--- src/hdl/lruc_pkg.sv ---
// Shared types and constants for the LRU key-value cache.
`default_nettype none

package lruc_pkg;

  localparam int KEY_W = 32;
  localparam int VAL_W = 32;
  localparam int CAP_W = 5;

  localparam logic CMD_GET = 1'b0;
  localparam logic CMD_PUT = 1'b1;

  localparam logic [CAP_W-1:0] CAP_RESET  = 5'd16;
  localparam logic [VAL_W-1:0] MISS_VALUE = '1;

  typedef enum logic [1:0] {
    ST_IDLE,
    ST_SCAN,
    ST_UPDATE
  } state_t;

  // Broadcast from the controller to every cell.
  typedef struct packed {
    logic                    rotate;    // shift contents one cell toward the head
    logic                    apply;     // commit the decided update this cycle
    logic                    age_all;   // every other valid entry ages (insert)
    logic                    wr_entry;  // selected cell takes key and value
    logic signed [KEY_W-1:0] key;
    logic signed [VAL_W-1:0] value;
  } cell_ctl_t;

endpackage

`default_nettype wire

--- src/hdl/lruc_if.sv ---
// Request and result channel interfaces for the LRU key-value cache.
`default_nettype none

interface lruc_req_if;
  import lruc_pkg::*;
  logic                    valid;
  logic                    ready;
  logic                    command;
  logic signed [KEY_W-1:0] lookup_key;
  logic signed [VAL_W-1:0] write_value;

  modport source (output valid, command, lookup_key, write_value, input ready);
  modport sink   (input valid, command, lookup_key, write_value, output ready);
endinterface

interface lruc_rsp_if;
  import lruc_pkg::*;
  logic                    valid;
  logic                    ready;
  logic                    found;
  logic signed [VAL_W-1:0] read_value;

  modport source (output valid, found, read_value, input ready);
  modport sink   (input valid, found, read_value, output ready);
endinterface

`default_nettype wire

--- src/hdl/lru_key_value_cache.sv ---
// Top level of the LRU key-value cache: controller plus a rotating row of cells.
`default_nettype none

// Fully associative key/value store of MAX_ENTRIES entries kept in
// least-recently-used order. A get (command 0) returns found=1 and the stored
// value on a hit and makes that entry most recent; a miss returns found=0 and
// read_value all ones. A put (command 1) updates a present key or inserts a new
// one, evicting the least recent entry when the store holds capacity_in_use
// entries or more (0 acts as 1, values above MAX_ENTRIES act as MAX_ENTRIES);
// a put returns no transaction. Recency is a per-entry rank, 0 = most recent.
// Storage is a ring of identical cells. After an input transaction is taken the
// ring rotates one cell per cycle through a full turn while a single compare
// unit at the head looks for the key, the oldest entry and a free cell; the
// ring is then back in place and a single broadcast updates every cell at once.
// The input is ready only in idle, so a new transaction is taken only after the
// last one's update. A get result sits in an output register, so the next
// transaction can be taken and scanned while it waits; a second get holds in
// its update cycle until that register frees. capacity_in_use must be written
// through cfg_wr_en/cfg_wr_data only while idle; the block does not enforce it.
// Reset leaves the store empty; no clearing pass is needed.

module lru_key_value_cache #(
  parameter int MAX_ENTRIES = 16
) (
  input  wire logic                       clk,
  input  wire logic                       rst_n,
  lruc_req_if.sink                        in_ch,
  lruc_rsp_if.source                      out_ch,
  input  wire logic                       cfg_wr_en,
  input  wire logic [lruc_pkg::CAP_W-1:0] cfg_wr_data
);
  import lruc_pkg::*;

  localparam int IW = (MAX_ENTRIES > 1) ? $clog2(MAX_ENTRIES) : 1;
  localparam int RW = IW;
  localparam int OW = $clog2(MAX_ENTRIES + 1);

  cell_ctl_t               ctl;
  logic [IW-1:0]           tgt_idx;
  logic [RW-1:0]           hit_rank;

  logic                    c_valid [MAX_ENTRIES];
  logic signed [KEY_W-1:0] c_key   [MAX_ENTRIES];
  logic signed [VAL_W-1:0] c_value [MAX_ENTRIES];
  logic [RW-1:0]           c_rank  [MAX_ENTRIES];

  lruc_ctrl #(
    .N  (MAX_ENTRIES),
    .IW (IW),
    .RW (RW),
    .OW (OW)
  ) u_ctrl (
    .clk         (clk),
    .rst_n       (rst_n),
    .in_ch       (in_ch),
    .out_ch      (out_ch),
    .cfg_wr_en   (cfg_wr_en),
    .cfg_wr_data (cfg_wr_data),
    .head_valid  (c_valid[0]),
    .head_key    (c_key[0]),
    .head_value  (c_value[0]),
    .head_rank   (c_rank[0]),
    .ctl         (ctl),
    .tgt_idx     (tgt_idx),
    .hit_rank    (hit_rank)
  );

  // Cell i takes from cell i+1 on rotate; the last cell wraps from the head.
  for (genvar i = 0; i < MAX_ENTRIES; i++) begin : g_cell
    localparam int NB = (i + 1) % MAX_ENTRIES;
    logic sel;
    assign sel = (tgt_idx == IW'(i));

    lruc_cell #(
      .RW (RW)
    ) u_cell (
      .clk      (clk),
      .rst_n    (rst_n),
      .ctl      (ctl),
      .sel      (sel),
      .hit_rank (hit_rank),
      .nb_valid (c_valid[NB]),
      .nb_key   (c_key[NB]),
      .nb_value (c_value[NB]),
      .nb_rank  (c_rank[NB]),
      .valid    (c_valid[i]),
      .key      (c_key[i]),
      .value    (c_value[i]),
      .rank     (c_rank[i])
    );
  end

endmodule

`default_nettype wire

--- src/hdl/lruc_cell.sv ---
// One storage cell of the LRU row: valid, key, value and recency rank.
`default_nettype none

module lruc_cell #(
  parameter int RW = 4
) (
  input  wire logic                            clk,
  input  wire logic                            rst_n,
  input  wire lruc_pkg::cell_ctl_t             ctl,
  input  wire logic                            sel,
  input  wire logic [RW-1:0]                   hit_rank,
  input  wire logic                            nb_valid,
  input  wire logic signed [lruc_pkg::KEY_W-1:0] nb_key,
  input  wire logic signed [lruc_pkg::VAL_W-1:0] nb_value,
  input  wire logic [RW-1:0]                   nb_rank,
  output logic                                 valid,
  output logic signed [lruc_pkg::KEY_W-1:0]    key,
  output logic signed [lruc_pkg::VAL_W-1:0]    value,
  output logic [RW-1:0]                        rank
);
  import lruc_pkg::*;

  logic                    valid_r, valid_nxt;
  logic signed [KEY_W-1:0] key_r, key_nxt;
  logic signed [VAL_W-1:0] value_r, value_nxt;
  logic [RW-1:0]           rank_r, rank_nxt;

  always_comb begin
    valid_nxt = valid_r;
    key_nxt   = key_r;
    value_nxt = value_r;
    rank_nxt  = rank_r;
    if (ctl.rotate) begin
      valid_nxt = nb_valid;
      key_nxt   = nb_key;
      value_nxt = nb_value;
      rank_nxt  = nb_rank;
    end else if (ctl.apply) begin
      if (sel) begin
        valid_nxt = 1'b1;
        rank_nxt  = '0;
        if (ctl.wr_entry) begin
          key_nxt   = ctl.key;
          value_nxt = ctl.value;
        end
      end else if (valid_r && (ctl.age_all || (rank_r < hit_rank))) begin
        rank_nxt = rank_r + RW'(1);
      end
    end
  end

  always_ff @(posedge clk) begin
    if (!rst_n) begin
      valid_r <= 1'b0;
      rank_r  <= '0;
    end else begin
      valid_r <= valid_nxt;
      rank_r  <= rank_nxt;
    end
    key_r   <= key_nxt;
    value_r <= value_nxt;
  end

  assign valid = valid_r;
  assign key   = key_r;
  assign value = value_r;
  assign rank  = rank_r;

endmodule

`default_nettype wire

--- src/hdl/lruc_ctrl.sv ---
// Sequencer: scans the cell row at its head, decides the update, drives results.
`default_nettype none

module lruc_ctrl #(
  parameter int N  = 16,
  parameter int IW = 4,
  parameter int RW = 4,
  parameter int OW = 5
) (
  input  wire logic                              clk,
  input  wire logic                              rst_n,
  lruc_req_if.sink                               in_ch,
  lruc_rsp_if.source                             out_ch,
  input  wire logic                              cfg_wr_en,
  input  wire logic [lruc_pkg::CAP_W-1:0]        cfg_wr_data,
  input  wire logic                              head_valid,
  input  wire logic signed [lruc_pkg::KEY_W-1:0] head_key,
  input  wire logic signed [lruc_pkg::VAL_W-1:0] head_value,
  input  wire logic [RW-1:0]                     head_rank,
  output lruc_pkg::cell_ctl_t                    ctl,
  output logic [IW-1:0]                          tgt_idx,
  output logic [RW-1:0]                          hit_rank
);
  import lruc_pkg::*;

  localparam int CMPW = (OW > CAP_W) ? OW : CAP_W;

  state_t                  state_r, state_nxt;
  logic [IW-1:0]           pos_r, pos_nxt;
  logic                    cmd_r, cmd_nxt;
  logic signed [KEY_W-1:0] key_r, key_nxt;
  logic signed [VAL_W-1:0] val_r, val_nxt;
  logic                    found_r, found_nxt;
  logic [IW-1:0]           hit_idx_r, hit_idx_nxt;
  logic [RW-1:0]           hit_rank_r, hit_rank_nxt;
  logic signed [VAL_W-1:0] hit_val_r, hit_val_nxt;
  logic [IW-1:0]           old_idx_r, old_idx_nxt;
  logic [IW-1:0]           free_idx_r, free_idx_nxt;
  logic                    free_found_r, free_found_nxt;
  logic [OW-1:0]           occ_r, occ_nxt;
  logic [CAP_W-1:0]        cap_r;
  logic                    out_valid_r, out_valid_nxt;
  logic                    out_found_r, out_found_nxt;
  logic signed [VAL_W-1:0] out_val_r, out_val_nxt;
  logic                    evict;

  // Full when occupancy reaches the capacity in use (zero counts as one) or the row size.
  assign evict = (occ_r != '0) &&
                 ((CMPW'(occ_r) >= CMPW'(cap_r)) || (occ_r == OW'(N)));

  always_comb begin
    state_nxt      = state_r;
    pos_nxt        = pos_r;
    cmd_nxt        = cmd_r;
    key_nxt        = key_r;
    val_nxt        = val_r;
    found_nxt      = found_r;
    hit_idx_nxt    = hit_idx_r;
    hit_rank_nxt   = hit_rank_r;
    hit_val_nxt    = hit_val_r;
    old_idx_nxt    = old_idx_r;
    free_idx_nxt   = free_idx_r;
    free_found_nxt = free_found_r;
    occ_nxt        = occ_r;
    out_valid_nxt  = out_valid_r && !out_ch.ready;
    out_found_nxt  = out_found_r;
    out_val_nxt    = out_val_r;
    in_ch.ready    = 1'b0;

    ctl          = '0;
    ctl.key      = key_r;
    ctl.value    = val_r;
    hit_rank     = hit_rank_r;
    tgt_idx      = found_r ? hit_idx_r : (evict ? old_idx_r : free_idx_r);

    case (state_r)
      ST_IDLE: begin
        // no transaction is taken while reset is held
        in_ch.ready = rst_n;
        if (in_ch.valid) begin
          cmd_nxt        = in_ch.command;
          key_nxt        = in_ch.lookup_key;
          val_nxt        = in_ch.write_value;
          found_nxt      = 1'b0;
          free_found_nxt = 1'b0;
          pos_nxt        = '0;
          state_nxt      = ST_SCAN;
        end
      end
      ST_SCAN: begin
        ctl.rotate = 1'b1;
        if (head_valid && (head_key == key_r) && !found_r) begin
          found_nxt    = 1'b1;
          hit_idx_nxt  = pos_r;
          hit_rank_nxt = head_rank;
          hit_val_nxt  = head_value;
        end
        if (head_valid && (head_rank == RW'(occ_r - OW'(1)))) begin
          old_idx_nxt = pos_r;
        end
        if (!head_valid && !free_found_r) begin
          free_found_nxt = 1'b1;
          free_idx_nxt   = pos_r;
        end
        if (pos_r == IW'(N - 1)) begin
          state_nxt = ST_UPDATE;
        end else begin
          pos_nxt = pos_r + IW'(1);
        end
      end
      ST_UPDATE: begin
        if (cmd_r == CMD_GET) begin
          if (!out_valid_r || out_ch.ready) begin
            ctl.apply     = found_r;
            out_valid_nxt = 1'b1;
            out_found_nxt = found_r;
            out_val_nxt   = found_r ? hit_val_r : MISS_VALUE;
            state_nxt     = ST_IDLE;
          end
        end else begin
          ctl.apply    = 1'b1;
          ctl.wr_entry = 1'b1;
          ctl.age_all  = !found_r;
          if (!found_r && !evict) begin
            occ_nxt = occ_r + OW'(1);
          end
          state_nxt = ST_IDLE;
        end
      end
      default: begin
        state_nxt = ST_IDLE;
      end
    endcase
  end

  always_ff @(posedge clk) begin
    if (!rst_n) begin
      state_r     <= ST_IDLE;
      occ_r       <= '0;
      cap_r       <= CAP_RESET;
      out_valid_r <= 1'b0;
    end else begin
      state_r     <= state_nxt;
      occ_r       <= occ_nxt;
      out_valid_r <= out_valid_nxt;
      if (cfg_wr_en) begin
        cap_r <= cfg_wr_data;
      end
    end
    pos_r        <= pos_nxt;
    cmd_r        <= cmd_nxt;
    key_r        <= key_nxt;
    val_r        <= val_nxt;
    found_r      <= found_nxt;
    hit_idx_r    <= hit_idx_nxt;
    hit_rank_r   <= hit_rank_nxt;
    hit_val_r    <= hit_val_nxt;
    old_idx_r    <= old_idx_nxt;
    free_idx_r   <= free_idx_nxt;
    free_found_r <= free_found_nxt;
    out_found_r  <= out_found_nxt;
    out_val_r    <= out_val_nxt;
  end

  assign out_ch.valid      = out_valid_r;
  assign out_ch.found      = out_found_r;
  assign out_ch.read_value = out_val_r;

endmodule

`default_nettype wire

--- src/flat_wrapper.sv ---
// flat-port wrapper written by rule: the top's interface ports become plain ports
module lru_key_value_cache_flat import lruc_pkg::*;
#(
  parameter int MAX_ENTRIES = 16
)
  (clk, rst_n, cfg_wr_en, cfg_wr_data, in_ch_valid, in_ch_command, in_ch_lookup_key, in_ch_write_value, in_ch_ready, out_ch_valid, out_ch_found, out_ch_read_value, out_ch_ready);
  lruc_req_if in_ch_i ();
  lruc_rsp_if out_ch_i ();
  input  wire logic clk;
  input  wire logic rst_n;
  input  wire logic cfg_wr_en;
  input  wire logic [lruc_pkg::CAP_W-1:0] cfg_wr_data;
  input wire logic [$bits(in_ch_i.valid)-1:0] in_ch_valid;
  input wire logic [$bits(in_ch_i.command)-1:0] in_ch_command;
  input wire logic [$bits(in_ch_i.lookup_key)-1:0] in_ch_lookup_key;
  input wire logic [$bits(in_ch_i.write_value)-1:0] in_ch_write_value;
  output wire logic [$bits(in_ch_i.ready)-1:0] in_ch_ready;
  output wire logic [$bits(out_ch_i.valid)-1:0] out_ch_valid;
  output wire logic [$bits(out_ch_i.found)-1:0] out_ch_found;
  output wire logic [$bits(out_ch_i.read_value)-1:0] out_ch_read_value;
  input wire logic [$bits(out_ch_i.ready)-1:0] out_ch_ready;
  assign in_ch_i.valid = in_ch_valid;
  assign in_ch_i.command = in_ch_command;
  assign in_ch_i.lookup_key = in_ch_lookup_key;
  assign in_ch_i.write_value = in_ch_write_value;
  assign in_ch_ready = in_ch_i.ready;
  assign out_ch_valid = out_ch_i.valid;
  assign out_ch_found = out_ch_i.found;
  assign out_ch_read_value = out_ch_i.read_value;
  assign out_ch_i.ready = out_ch_ready;
  lru_key_value_cache #(.MAX_ENTRIES(MAX_ENTRIES)) u_core (.clk(clk), .rst_n(rst_n), .in_ch(in_ch_i), .out_ch(out_ch_i), .cfg_wr_en(cfg_wr_en), .cfg_wr_data(cfg_wr_data));
endmodule
--- config.mk ---
export PLATFORM = sky130hd
export DESIGN_NAME = lru_key_value_cache_flat
export DESIGN_NICKNAME = d
export VERILOG_FILES = /design/src/hdl/lruc_pkg.sv /design/src/hdl/lruc_if.sv /design/src/hdl/lru_key_value_cache.sv /design/src/hdl/lruc_cell.sv /design/src/hdl/lruc_ctrl.sv /design/src/flat_wrapper.sv
export SDC_FILE = /design/constraint.sdc
export NUM_CORES = 2
export LEC_CHECK = 0
export ABC_AREA = 1
export BUFFER_PORTS_ARGS = -buffer_cell sky130_fd_sc_hd__buf_2
export CAP_MARGIN = 40
export CORE_MARGIN = 3
export CORE_UTILIZATION = 55
export CTS_BUF_LIST = sky130_fd_sc_hd__clkbuf_4 sky130_fd_sc_hd__clkbuf_8
export CTS_CLUSTER_DIAMETER = 200
export DETAILED_ROUTE_END_ITERATION = 8
export PLACE_DENSITY_LB_ADDON = 0.2
export SYNTH_ARGS = -nofsm -noshare
export SYNTH_HDL_FRONTEND = slang
export SYNTH_HIERARCHICAL = 1
export SYNTH_SLANG_ARGS = --single-unit
--- constraint.sdc ---
create_clock -name clk -period 19.77 [get_ports clk]
set_input_delay 4.9425 -clock clk [delete_from_list [all_inputs] [get_ports clk]]
set_output_delay 4.9425 -clock clk [all_outputs]
set_load 0.01 [all_outputs]
; ---- Word level (Yosys, flattened, before mapping)
; Index checks and enable logic that the tools add are counted.
[totals]
ff_bits = 1269
input_bits = 75
out_inout_bits = 35
word_cells = 522
[op_classes]
addsub = 19
magnitude_cmp = 17
n_eq_ne = 27
n_mux = 234
bitwise = 1
n_reduce_logical = 143
[ops]
columns = cell, n
row1 = 2-to-1 mux 32 bit, 98
row2 = 2-to-1 mux 4 bit, 68
row3 = AND reduction 2 bit, 36
row4 = "adder 4 x 1 -> 4 bit, second input constant", 17
row5 = AND reduction 3 bit, 22
row6 = less-than comparator 4 bit, 16
row7 = 2-to-1 mux 1 bit, 58
row8 = nonzero test 3 bit, 16
row9 = nonzero test 2 bit, 19
row10 = "== test 4 bit, second input constant", 9
row11 = == test 32 bit, 1
row12 = logical AND 1 bit, 23
row13 = logical OR 1 bit, 18
row14 = "== test 4 x 3 -> 1 bit, second input constant", 4
row15 = 2-to-1 mux 2 bit, 5
row16 = "!= test 2 bit, second input constant", 5
row17 = "== test 4 x 2 -> 1 bit, second input constant", 2
row18 = case mux 4 bit (2 select lines), 1
row19 = zero test 1 bit, 6
row20 = case mux 2 bit (3 select lines), 1
row21 = "adder 5 x 1 -> 5 bit, second input constant", 1
row22 = "== test 5 bit, second input constant", 1
row23 = greater-or-equal comparator 5 bit, 1
row24 = nonzero test 5 bit, 1
row25 = 11 further kinds, 12

; ---- Longest topological paths before layout
[logic_depth]
word_depth = 11
ltp_mapped = 20

; ---- By module
; Netlist, hierarchy kept.
[by_module_without_submodules]
columns = mod, n_inst, cells_per_inst, area_each_um2, seq_area_each_um2
row1 = lruc_cell at u_core.g_cell[1].u_cell ..., 9, 338, 3195.6, 2021.9
row2 = lruc_cell at u_core.g_cell[0].u_cell ..., 7, 339, 3138.0, 2021.9
row3 = lruc_ctrl, 1, 504, 6607.6, 4824.6
row4 = lru_key_value_cache, 1, 28, 105.1, 0.0

; ---- Worst setup path after synthesis
; OpenSTA, ideal clock, no wires.
[synth_path]
path_type = input to register
startpoint = in out_ch_ready
endpoint = reg u_core.g_cell[1].u_cell.key_r[0] (enable)
setup_ns = 0.486
arrival_ns = 11.005
t_required_ns = 19.284
slack_ns = 8.280
path_stages = 6
path_buffers = 0
path_cell_list = nor2_1 inv_1 nand2_1 a21oi_1 a21oi_4 nor2_1
[synth_rtl]
columns = item, line
row1 = from (decl), flat_wrapper.sv:21  ; input wire logic [$bits(out_ch_i.ready)-1:0] out_ch_ready;
row2 = to (signal assigned), lruc_cell.sv:60  ; key_r <= key_nxt;
row3 = to (decl), lruc_cell.sv:24  ; logic signed [KEY_W-1:0] key_r, key_nxt;

; ---- Worst setup path after layout
[layout_path]
startpoint = in rst_n
endpoint = out in_ch_ready
[layout_between]
elab_chain_len = 1
[layout_lines]
columns = item, line
row1 = from (decl), flat_wrapper.sv:10  ; input wire logic rst_n;
row2 = 2-to-1 mux 1 bit, lruc_ctrl.sv:76  ; case (state_r)
row3 = to (decl), flat_wrapper.sv:17  ; output wire logic [$bits(in_ch_i.ready)-1:0] in_ch_ready;
; Every way passes these cells.

==> summary.md <==
| Metric | Value |
|---|---|
| Sequential cell area fraction in the yosys report | `64.72%` |
| Top Ports | `110` |
| Synth warnings | `6` |
| Clock latency on the worst-skew pair | `0.89 ns` |
| GRT Resource Usage Total | `26.26%` |
| Reg-to-reg setup timing slack | `13.83 ns` |
| Final WL | `142.2 mm` |
| First-pass GRT wire length | `221.9 mm` |
| Initial antenna violation count | `3` |
| FF-to-FF path depth | `9` |
| Crit path cell chain | `buf_2 -> buf_12 -> clkinv_1 -> nor3_1 -> buf_2` |
| Post-CTS sizing | `0` |
| Slew margin rel. | `24.54%` |
| Die ar. | `108300 µm²` |
| Post-synthesis async set-or-reset flop share | `0%` |
| Clock skew | `0.04379 ns` |
| DRT iter0 DRCs | `4418` |
| Most frequent cells in the layout | `nand2_1 (3449), edfxtp_1 (1176), nor2_1 (226), inv_1 (222), clkbuf_8 (210)` |
| Final Hold Fails | `0` |
| Worst setup path category | `input pin to primary output` |
| Area of the multi-input gates | `17780 µm²` |
| CTS clk-pin slew, worst paths | `0.06 ns` |
| Buf/Inv on CP | `4` |
| Post-cts hold buffer count | `0` |
| Yosys cell types | `36` |
| Yosys top cell area share | `61.48%` |
| R2R Path Start | `u_core/u_ctrl/state_r[0]` |
| Htree depth | `4` |
| Endpoints failing setup | `0` |
| Final design utilization | `61.48%` |
| Num CTS Buffers | `202` |
| Critical path arrival | `6.15 ns` |
| Leak | `27.36 nW` |
| HP Start | `u_core/g_cell[0].u_cell/value[7]` |
| CP max-delay cell | `nor3_1` |
| Setup Buffers After CTS | `0` |
| Vias | `41170` |
| Top_reg_cell synth | `edfxtp_1` |
| Post-DP HPWL | `81.46 mm` |
| Max Cap Viol | `0` |
| Hold-critical path endpoint | `u_core/u_ctrl/hit_val_r[7]` |
| Worst-Margin Slew | `1.132 ns` |
| Core footprint | `102800 µm²` |
| CP max stage delay | `0.37 ns` |
| Layout filler cell count | `8554` |
| CP max FO | `44` |
| Most used cell, CP | `buf_2` |
| IO Port Bufs | `109` |
| Most Used Layer, Global Route | `met2` |
| Flip-flop and latch count after synthesis | `1269` |
| CP endpoint kind | `primary output` |
| Register area | `37180 µm²` |
| F_max | `90.11 MHz` |
| CTS root buffer | `clkbuf_8` |
| Startpoint Class | `input pin` |
| Mapped Nets | `6094` |
| GR Util met2 | `39.79%` |
| Final Critical Period | `11.10 ns` |
| Die width | `329.2 µm` |
| Fin crit share | `56.13%` |
| Largest net degree at the start of global routing | `234` |
| Antenna viol nets, final | `0` |
| Worst flop-to-flop path endpoint | `u_core/g_cell[3].u_cell/value[21]` |
| Post-synth EDFFs | `1176` |
| Layout cells sized above 1 | `11.12%` |
| Vias in the first global route | `38970` |
| Gpl congestion | `0.8484` |
| Hold crit path type | `register to register` |
| Cell taking the most area after synthesis | `edfxtp_1` |
| CP top delay family | `buffers and inverters` |
| Final Max Slew Viols | `0` |
| Routed len/inst | `18.62 µm` |
| Max IR drop VDD | `62.13 µV` |
| Mapped cell area | `57440 µm²` |
| Initial core utilization | `55.89%` |
| Unrepaired setup endpoints after global routing | `no` |
| Post-layout worst setup margin | `8.673 ns` |
| GRT overflow | `0` |
| P per Cell Area | `99.44 nW/µm²` |
| Req. time, crit path | `14.83 ns` |
| Commonest non-fill, non-tap cell in the layout | `nand2_1` |
| Nets | `6259` |
| Top post-synthesis cells by area | `edfxtp_1 (61%), nand2_1 (23%), dfxtp_1 (3.2%)` |
| Worst slack at placement | `8.605 ns` |
| Layout area overhead | `9.996%` |
| M3 GR Usage | `4.748%` |
| DRC violations left | `0` |
| Hold slack | `0.4510 ns` |
| First-pass DRT Iterations | `5` |
| Clock buffer depth | `3` |
| CTS tree | `yes` |
| Row Count | `117` |
| Die Ht | `329.2 µm` |
| Synthesized area per cell | `9.658 µm²` |
| CTS sink count | `1269` |
| Via density | `5.391` |
| Met1 usage | `38.92%` |
| Gate count of the mapped netlist | `5947` |
| Outcome | `finished clean` |
| Hold path depth | `0` |
| Final setup TNS | `0 ns` |
-- Yosys cell counts, types with 26 or more instances --
cell / number
nand2_1: 3449
o21ai_0: 59
or2_2: 35
a21oi_1: 80
dfxtp_1: 93
nand3_1: 72
nor2_1: 245
buf_2: 138
nor2_4: 26
ha_1: 72
inv_1: 233
buf_6: 62
edfxtp_1: 1176
buf_4: 29
-- worst reg2reg max path, stage by stage (launching register included) --
cell,delay [ns]
dfxtp_1,0.36
nand2_1,0.28
inv_8,0.59
buf_4,0.76
buf_4,0.48
buf_16,0.33
buf_12,0.82
nor2_1,0.29
nor2_4,0.79
buf_4,0.82
-- worst max-delay path by stage --
stage / from / endpoint / slack [ns] / cells past startpoint
CTS: rst_n / in_ch_ready / 8.61 / 5
detailed placement: rst_n / in_ch_ready / 8.60 / 5
global placement: rst_n / in_ch_ready / 8.02 / 4
global route: rst_n / in_ch_ready / 8.50 / 5
finish: rst_n / in_ch_ready / 8.67 / 5
floorplan: out_ch_ready / u_core/g_cell[1].u_cell/key[0] / 8.28 / 6
-- stage by stage --
step           area, µm²  total power [mW]  cells
2_1_floorplan      57440             3.874   5947
3_3_place_gp       58830             4.077   7257
3_5_place_dp       59260             4.112   7276
4_1_cts            63180             6.324   7634
5_1_grt            63180             6.570   7636
6_report           63180             6.283   7636
-- cell families (layout without fill, tap and decap cells) --
logic type      count (synthesis)  after routing  synth area share [%]
simple gates                 3883           3883                 26.49
flops                        1269           1269                 64.72
buf+inv                       503            822                 4.588
compound gates                191            191                 2.194
fa+ha+maj                      72             72                 1.568
xor+xnor                       29             29                0.4422
other cells                     0              2                     0
-- metal layers --
layer,share of wire (%),vias to the layer above
li1,-,19460
met1,44,19780
met2,45,1676
met3,8.8,248
met4,2.3,0
met5,0,-
-- state kept, by name (all words and copies together) (netlist names), 5 cells and up --
name	cells
u_core/g_cell.u_cell/key	512
u_core/u_ctrl/key_r	32
u_core/g_cell.u_cell/value	512
u_core/u_ctrl/val_r	32
u_core/g_cell.u_cell/rank	64
u_core/u_ctrl/out_ch.read_value	32
u_core/u_ctrl/hit_val_r	32
u_core/g_cell.u_cell/valid	16
u_core/u_ctrl/cap_r	5
u_core/u_ctrl/occ_r	5
-- power breakdown --
group	internal [mW]	switching [mW]	leakage (nW)
sequential	3.14	0.0908	11.5
combinational	0.241	0.593	13.8
clock	1.16	1.05	2.08
-- layout make-up --
class / count / share of cell area [%]
inverter: 257 / 1.570
sequential: 1269 / 58.84
clock inverter: 60 / 0.5802
clock buffer: 298 / 5.620
antenna: 2 / 0.007921
multi-input combinational: 4175 / 28.14
tap: 1368 / 2.709
timing repair buffer: 207 / 2.535
Note: power is estimated with default switching activity, not from simulation.
